<file path="src/rtl/ipc_pkg.sv">
// Shared constants and types for the IP address text classifier.
`timescale 1ns / 1ps

package ipc_pkg;

  localparam int unsigned CHAR_W = 8;
  localparam int unsigned V4_CNT_W = 3;
  localparam int unsigned V4_VALUE_W = 10;
  localparam int unsigned V6_GROUP_W = 4;
  localparam int unsigned V6_DIGIT_W = 3;

  localparam logic [CHAR_W-1:0] CHAR_DOT = 8'h2E;
  localparam logic [CHAR_W-1:0] CHAR_COLON = 8'h3A;
  localparam logic [CHAR_W-1:0] CHAR_ZERO = 8'h30;
  localparam logic [CHAR_W-1:0] CHAR_NINE = 8'h39;
  localparam logic [CHAR_W-1:0] CHAR_LOWER_A = 8'h61;
  localparam logic [CHAR_W-1:0] CHAR_LOWER_F = 8'h66;
  localparam logic [CHAR_W-1:0] CHAR_UPPER_A = 8'h41;
  localparam logic [CHAR_W-1:0] CHAR_UPPER_F = 8'h46;

  localparam logic [V4_CNT_W-1:0] V4_MAX_DIGITS = 3'd3;
  localparam logic [V4_CNT_W-1:0] V4_LAST_GROUP = 3'd3;
  localparam logic [V4_CNT_W-1:0] V4_CNT_SAT = 3'd7;
  localparam logic [V4_VALUE_W-1:0] V4_MAX_VALUE = 10'd255;
  localparam logic [V6_DIGIT_W-1:0] V6_MAX_DIGITS = 3'd4;
  localparam logic [V6_DIGIT_W-1:0] V6_DIGIT_SAT = 3'd7;
  localparam logic [V6_GROUP_W-1:0] V6_LAST_GROUP = 4'd7;
  localparam logic [V6_GROUP_W-1:0] V6_GROUP_SAT = 4'd15;

  typedef enum logic [1:0] {
    VERDICT_NONE = 2'd0,
    VERDICT_V4   = 2'd1,
    VERDICT_V6   = 2'd2
  } verdict_t;

endpackage

</file>
<file path="src/rtl/ipc_scan.sv">
// Per-character scanner: both address validators and the end-of-string verdict.
`timescale 1ns / 1ps

module ipc_scan (
  input  logic                             clk,
  input  logic                             rst,
  input  logic                             take,
  input  logic [ipc_pkg::CHAR_W-1:0]       char_code,
  input  logic                             last_char,
  output ipc_pkg::verdict_t                verdict_next
);

  typedef struct packed {
    logic                                seen_dot;
    logic                                seen_colon;
    logic [ipc_pkg::V4_CNT_W-1:0]        v4_group_count;
    logic [ipc_pkg::V4_CNT_W-1:0]        v4_digit_count;
    logic [ipc_pkg::V4_VALUE_W-1:0]      v4_group_value;
    logic                                v4_leading_zero;
    logic                                v4_failed;
    logic [ipc_pkg::V6_GROUP_W-1:0]      v6_group_count;
    logic [ipc_pkg::V6_DIGIT_W-1:0]      v6_digit_count;
    logic                                v6_failed;
  } scan_state_t;

  scan_state_t scan;
  scan_state_t scan_next;

  always_ff @(posedge clk) begin
    if (rst) begin
      scan <= '0;
    end else if (take) begin
      scan <= scan_next;
    end
  end

  always_comb begin
    scan_state_t                       s;
    logic                              is_dot;
    logic                              is_colon;
    logic                              is_dec;
    logic                              is_hex;
    logic [ipc_pkg::V4_VALUE_W+3:0]    grown;

    s = scan;
    is_dot = (char_code == ipc_pkg::CHAR_DOT);
    is_colon = (char_code == ipc_pkg::CHAR_COLON);
    is_dec = (char_code >= ipc_pkg::CHAR_ZERO) && (char_code <= ipc_pkg::CHAR_NINE);
    is_hex = is_dec
      || ((char_code >= ipc_pkg::CHAR_LOWER_A) && (char_code <= ipc_pkg::CHAR_LOWER_F))
      || ((char_code >= ipc_pkg::CHAR_UPPER_A) && (char_code <= ipc_pkg::CHAR_UPPER_F));
    grown = ({4'b0, s.v4_group_value} << 3) + ({4'b0, s.v4_group_value} << 1)
      + {10'b0, char_code[3:0]};
    verdict_next = ipc_pkg::VERDICT_NONE;

    if (is_dot) begin
      s.seen_dot = 1'b1;
    end
    if (is_colon) begin
      s.seen_colon = 1'b1;
    end

    if (is_dec) begin
      if (s.v4_digit_count == '0) begin
        s.v4_leading_zero = (char_code == ipc_pkg::CHAR_ZERO);
      end else if (s.v4_leading_zero) begin
        s.v4_failed = 1'b1;
      end
      if (s.v4_digit_count < ipc_pkg::V4_MAX_DIGITS) begin
        s.v4_group_value = grown[ipc_pkg::V4_VALUE_W-1:0];
      end else begin
        s.v4_failed = 1'b1;
      end
      if (s.v4_digit_count < ipc_pkg::V4_CNT_SAT) begin
        s.v4_digit_count = s.v4_digit_count + 1'b1;
      end
    end else if (is_dot) begin
      if ((s.v4_digit_count == '0) || (s.v4_group_value > ipc_pkg::V4_MAX_VALUE)) begin
        s.v4_failed = 1'b1;
      end
      if (s.v4_group_count < ipc_pkg::V4_CNT_SAT) begin
        s.v4_group_count = s.v4_group_count + 1'b1;
      end
      s.v4_digit_count = '0;
      s.v4_group_value = '0;
      s.v4_leading_zero = 1'b0;
    end else begin
      s.v4_failed = 1'b1;
    end

    if (is_hex) begin
      if (s.v6_digit_count >= ipc_pkg::V6_MAX_DIGITS) begin
        s.v6_failed = 1'b1;
      end
      if (s.v6_digit_count < ipc_pkg::V6_DIGIT_SAT) begin
        s.v6_digit_count = s.v6_digit_count + 1'b1;
      end
    end else if (is_colon) begin
      if (s.v6_digit_count == '0) begin
        s.v6_failed = 1'b1;
      end
      if (s.v6_group_count < ipc_pkg::V6_GROUP_SAT) begin
        s.v6_group_count = s.v6_group_count + 1'b1;
      end
      s.v6_digit_count = '0;
    end else begin
      s.v6_failed = 1'b1;
    end

    if (last_char) begin
      if (s.seen_dot) begin
        if ((s.v4_digit_count == '0) || (s.v4_group_value > ipc_pkg::V4_MAX_VALUE)) begin
          s.v4_failed = 1'b1;
        end
        if (!s.v4_failed && (s.v4_group_count == ipc_pkg::V4_LAST_GROUP)) begin
          verdict_next = ipc_pkg::VERDICT_V4;
        end
      end else if (s.seen_colon) begin
        if (s.v6_digit_count == '0) begin
          s.v6_failed = 1'b1;
        end
        if (!s.v6_failed && (s.v6_group_count == ipc_pkg::V6_LAST_GROUP)) begin
          verdict_next = ipc_pkg::VERDICT_V6;
        end
      end
      scan_next = '0;
    end else begin
      scan_next = s;
    end
  end

endmodule

</file>
<file path="src/rtl/ip_address_text_classifier.sv">
// Top level of the IP address text classifier: handshakes and result register.
//
//   channel  | handshake                | payload
//   ---------+--------------------------+----------------------
//   item     | item_valid / item_stall  | char_code, last_char
//   result   | result_valid/result_stall| verdict
//
// One character beat is taken per cycle unless item_stall is high; the scanner
// updates its state in that same cycle. The verdict appears in the cycle after
// the last_char beat, from the result register. Reset clears the scanner and
// result_valid. item_stall rises only while a verdict waits and is stalled.
`timescale 1ns / 1ps

module ip_address_text_classifier (
  input  logic                       clk,
  input  logic                       rst,
  input  logic                       item_valid,
  output logic                       item_stall,
  input  logic [ipc_pkg::CHAR_W-1:0] char_code,
  input  logic                       last_char,
  output logic                       result_valid,
  input  logic                       result_stall,
  output logic [1:0]                 verdict
);

  logic              take;
  ipc_pkg::verdict_t verdict_next;

  assign item_stall = result_valid && result_stall;
  assign take = item_valid && !item_stall;

  ipc_scan u_scan (
    .clk          (clk),
    .rst          (rst),
    .take         (take),
    .char_code    (char_code),
    .last_char    (last_char),
    .verdict_next (verdict_next)
  );

  always_ff @(posedge clk) begin
    if (rst) begin
      result_valid <= 1'b0;
    end else if (take && last_char) begin
      result_valid <= 1'b1;
    end else if (!result_stall) begin
      result_valid <= 1'b0;
    end
  end

  always_ff @(posedge clk) begin
    if (take && last_char) begin
      verdict <= verdict_next;
    end
  end

endmodule
</file>
<file path="config.mk">
export PLATFORM = sky130hd
export DESIGN_NAME = ip_address_text_classifier
export DESIGN_NICKNAME = d
export VERILOG_FILES = /design/src/rtl/ipc_pkg.sv /design/src/rtl/ipc_scan.sv /design/src/rtl/ip_address_text_classifier.sv
export SDC_FILE = /design/constraint.sdc
export NUM_CORES = 1
export LEC_CHECK = 0
export BUFFER_PORTS_ARGS = -buffer_cell sky130_fd_sc_hd__buf_4
export CORE_MARGIN = 8
export CORE_UTILIZATION = 60
export DETAILED_ROUTE_END_ITERATION = 8
export PLACE_DENSITY = 0.9
export SLEW_MARGIN = 5
export SYNTH_ARGS = -nofsm -noshare
export SYNTH_HDL_FRONTEND = slang
export SYNTH_SLANG_ARGS = --single-unit
</file>
<file path="constraint.sdc">
create_clock -name clk -period 6.3 [get_ports clk]
set_input_delay 1.26 -clock clk [delete_from_list [all_inputs] [get_ports clk]]
set_output_delay 1.26 -clock clk [all_outputs]
set_load 0.02 [all_outputs]
</file>
==> results.md <==
* Crit path time final at 3.23 ns
* CTS Hold Buffers Added at 0
* CP Cell Sequence: buf_4 > inv_1 > fa_1 > inv_1 > ha_1 > a211oi_1 > o21ai_0 > nand2_1 > xnor2_1 > a31oi_1 > nor4_1
* All-Layer GR Usage at 18.3%
* Core area at 3660 µm²
* WP depth at 11
* Largest stage delay, worst path at 0.58 ns
* N_diodes at 0
* Combinational fraction of design power at 9.5%
* Syn Inst Count at 282
* Total power at 0.452 mW
* ANT nets after route at 0
* Slew @ Worst Pin at 0.862 ns
* CP Max Fanout at 5
* Final hold vios at 0
* Die area at 6050 µm²
* Mux share of post-synthesis cell area at 0.437%
* CTS tree: built
* Most common cell on crit path: inv_1
* Via count at 2,114
* Largest family of logic cells by synthesized area: compound AO/OA/AOI/OAI gates
* Xor-xnor portion of the synthesized cell area at 1.91%
* Async S/R FF share, synth at 0%
* Setup bufs post-CTS at 0
* 1st-iter DRT viols at 208
* Relative slew slack at 42.2%
* Final setup fails at 0
* Number of buffers and inverters on the critical path at 3
* CP required at 6.42 ns
* Hold Crit Class: flip-flop to flip-flop
* Final core utilization at 69.3%
* Main flop type after synthesis: dfxtp_1
* EDFF count, synth at 2
* Pwr/cell area at 178 nW/µm²
* Total CTS buffers at 5
* Post_cts resized at 0
* Netlist cell types at 59
* WL/cell at 15.3 µm
* R2R depth at 10
* Crit. Startpoint: char_code[3]
* Final setup TNS at 0 ns
* Family with the most delay on the worst path: adder cells
* DRC viols at 0
* First-pass GRT wire length at 9230 µm
* Reg2reg start: u_scan.scan[10]
* Yosys warning count at 0
* Most frequent cells in the layout: nor2_1 (30), dfxtp_1 (29), nand2_1 (23)
* # rows at 22
* Antenna violations before repair at 0
* Worst-Skew Late Latency at 0.29 ns
* Synth Area per Inst at 8.12 µm²
* Fraction of layout cells with a size suffix above 1 at 12.2%
* Post-Syn Nets at 317
* Vias in the first global route at 2,041
* Clock Root Buffer: clkbuf_8
* Top Ports at 17
* Clk sink count at 31
* Clock share of power at 45.9%
* RSZ-0062 raised after global routing: no
* Worst R2R End: verdict[0]
* Clock Tree Buf Depth at 2
* Seq/Total Area, Yosys at 28.0%
* Synth Area in Simple Gates at 24.5%
* Reg2reg setup slack at 3.83 ns
* Die Ht at 77.8 µm
* Adder-Cell Fraction of Synth Area at 12.7%
* FMAX at 0.309 GHz
* Crit path capture: verdict[0]
* Internal power at 0.344 mW
* Max-slew violations at 0
* Starting Density at 62.5%
* Die width at 77.8 µm
* NumNets Final at 330
* Grt ovf at 0
* Compound-gate portion of the synthesized area at 27.2%
* Startpoint types: input pin
* Seq pwr share at 44.6%
* First-pass DRT Iterations at 4
* Vias per Instance at 6.15
* Worst Setup End Kind: flip-flop
* CP max-delay cell: fa_1
* Commonest non-fill, non-tap cell in the layout: nor2_1
* Max-Cap Viols at 0
* Outcome: complete, no violations
* Peak supply drop at 0.155 mV
* H-tree Lvls at 2
* Syn Std Cell Area at 2290 µm²
* Area Overhead vs Synth at 10.8%
* #FFs+latches synth at 31
* Leak at 0.992 nW
* Fin crit share at 51.3%
* Largest net degree at the start of global routing at 30
* Clk pin slew, worst setup/hold paths at 0.07 ns
* Clock skew at 0.00582 ns
* Psw at 0.108 mW
* Critical path class: input pin to flip-flop
* Switching Share at 23.9%
* CP Data Arrival Time at 3.35 ns
* Hpwl dp at 3710 µm
* Final wirelength at 5250 µm
* Port-buffer cells at 16
* Routability cong. at 0.890
-- state kept, by name, indices dropped and copies added, names as in the netlist --
register and count:
result_valid 1, u_scan.scan 28, verdict 2
-- power by group through the flow --
stage,Clock (mW),Sequential (mW),Combinational (mW)
floorplan,0,0.207,0.0251
global placement,0,0.206,0.0414
detailed placement,0,0.206,0.0423
CTS,0.209,0.201,0.0426
global route,0.218,0.201,0.0474
finish,0.207,0.201,0.0430
-- logic make-up (layout without fill, tap and decap cells) --
family | count (synthesis) | after routing
muxes | 1 | 1
and+or+nand+nor | 104 | 104
adders and majority gates | 22 | 22
AOI/OAI and AO/OA | 90 | 90
DFF | 31 | 31
xor gates and xnor gates | 5 | 5
buffers and inverters | 29 | 43
-- routing by layer --
| metal | wire [µm] | part of all wire [%] | GRT usage (%) |
|---|---|---|---|
| met1 | 2310 | 44 | 21.4 |
| met2 | 2630 | 50 | 30.8 |
| met3 | 204 | 3.9 | 4.38 |
| met4 | 103 | 2.0 | 8.30 |
| met5 | 0 | 0 | 0 |
-- cells in the mapped netlist, types with 3 or more instances --
master | count | area [µm²]
nand3_1 | 6 | 30.0
a21oi_1 | 20 | 100
buf_4 | 3 | 22.5
and2_1 | 4 | 25.0
xnor2_1 | 4 | 35.0
inv_1 | 19 | 71.3
ha_1 | 20 | 250
nor2b_1 | 3 | 18.8
clkbuf_1 | 6 | 22.5
nor4_1 | 3 | 18.8
a31oi_1 | 6 | 37.5
nor3_1 | 7 | 35.0
a32oi_1 | 3 | 26.3
a211oi_1 | 4 | 30.0
o21ai_0 | 19 | 95.1
dfxtp_1 | 29 | 581
nand2_1 | 23 | 86.3
nand2b_1 | 10 | 62.6
a22oi_1 | 14 | 105
nor2_1 | 30 | 113
-- worst register-to-register path: stages, from the launching register on --
cell,delay (ns)
dfxtp_1,0.36
inv_1,0.07
fa_1,0.55
inv_1,0.06
ha_1,0.30
a211oi_1,0.32
o21ai_0,0.14
nand2_1,0.10
xnor2_1,0.14
a31oi_1,0.11
nor4_1,0.16
-- cell type report --
| cell class | count | area [µm²] |
|---|---|---|
| inverter | 19 | 71.3 |
| multi-input combinational | 222 | 1530 |
| timing repair buffer | 16 | 120 |
| sequential | 31 | 641 |
| clock buffer | 6 | 82.6 |
| fill | 291 | 1120 |
| clock inverter | 2 | 35.0 |
| tap | 48 | 60.1 |
-- through the flow --
stage	hold slack [ns]	setup slack, ns	instance area [µm²]	cells
2_1_floorplan	0.432	3.06	2290	282
3_3_place_gp	0.440	2.82	2420	336
3_5_place_dp	0.450	2.78	2420	336
4_1_cts	0.459	3.07	2540	344
5_1_grt	0.492	2.86	2540	344
6_report	0.455	3.07	2540	344
-- worst min path at each step --
| stage | slack [ns] | cells after the start | end | startpoint |
|---|---|---|---|---|
| 4_1_cts | 0.46 | 2 | u_scan.scan[19] | u_scan.scan[19] |
| 5_1_grt | 0.49 | 2 | u_scan.scan[19] | u_scan.scan[19] |
| 3_3_place_gp | 0.44 | 2 | u_scan.scan[19] | u_scan.scan[19] |
| 3_5_place_dp | 0.45 | 2 | u_scan.scan[19] | u_scan.scan[19] |
| 2_1_floorplan | 0.43 | 2 | u_scan.scan[19] | u_scan.scan[19] |
| 6_report | 0.46 | 2 | u_scan.scan[19] | u_scan.scan[19] |
Power figures use the tool's default switching activity.
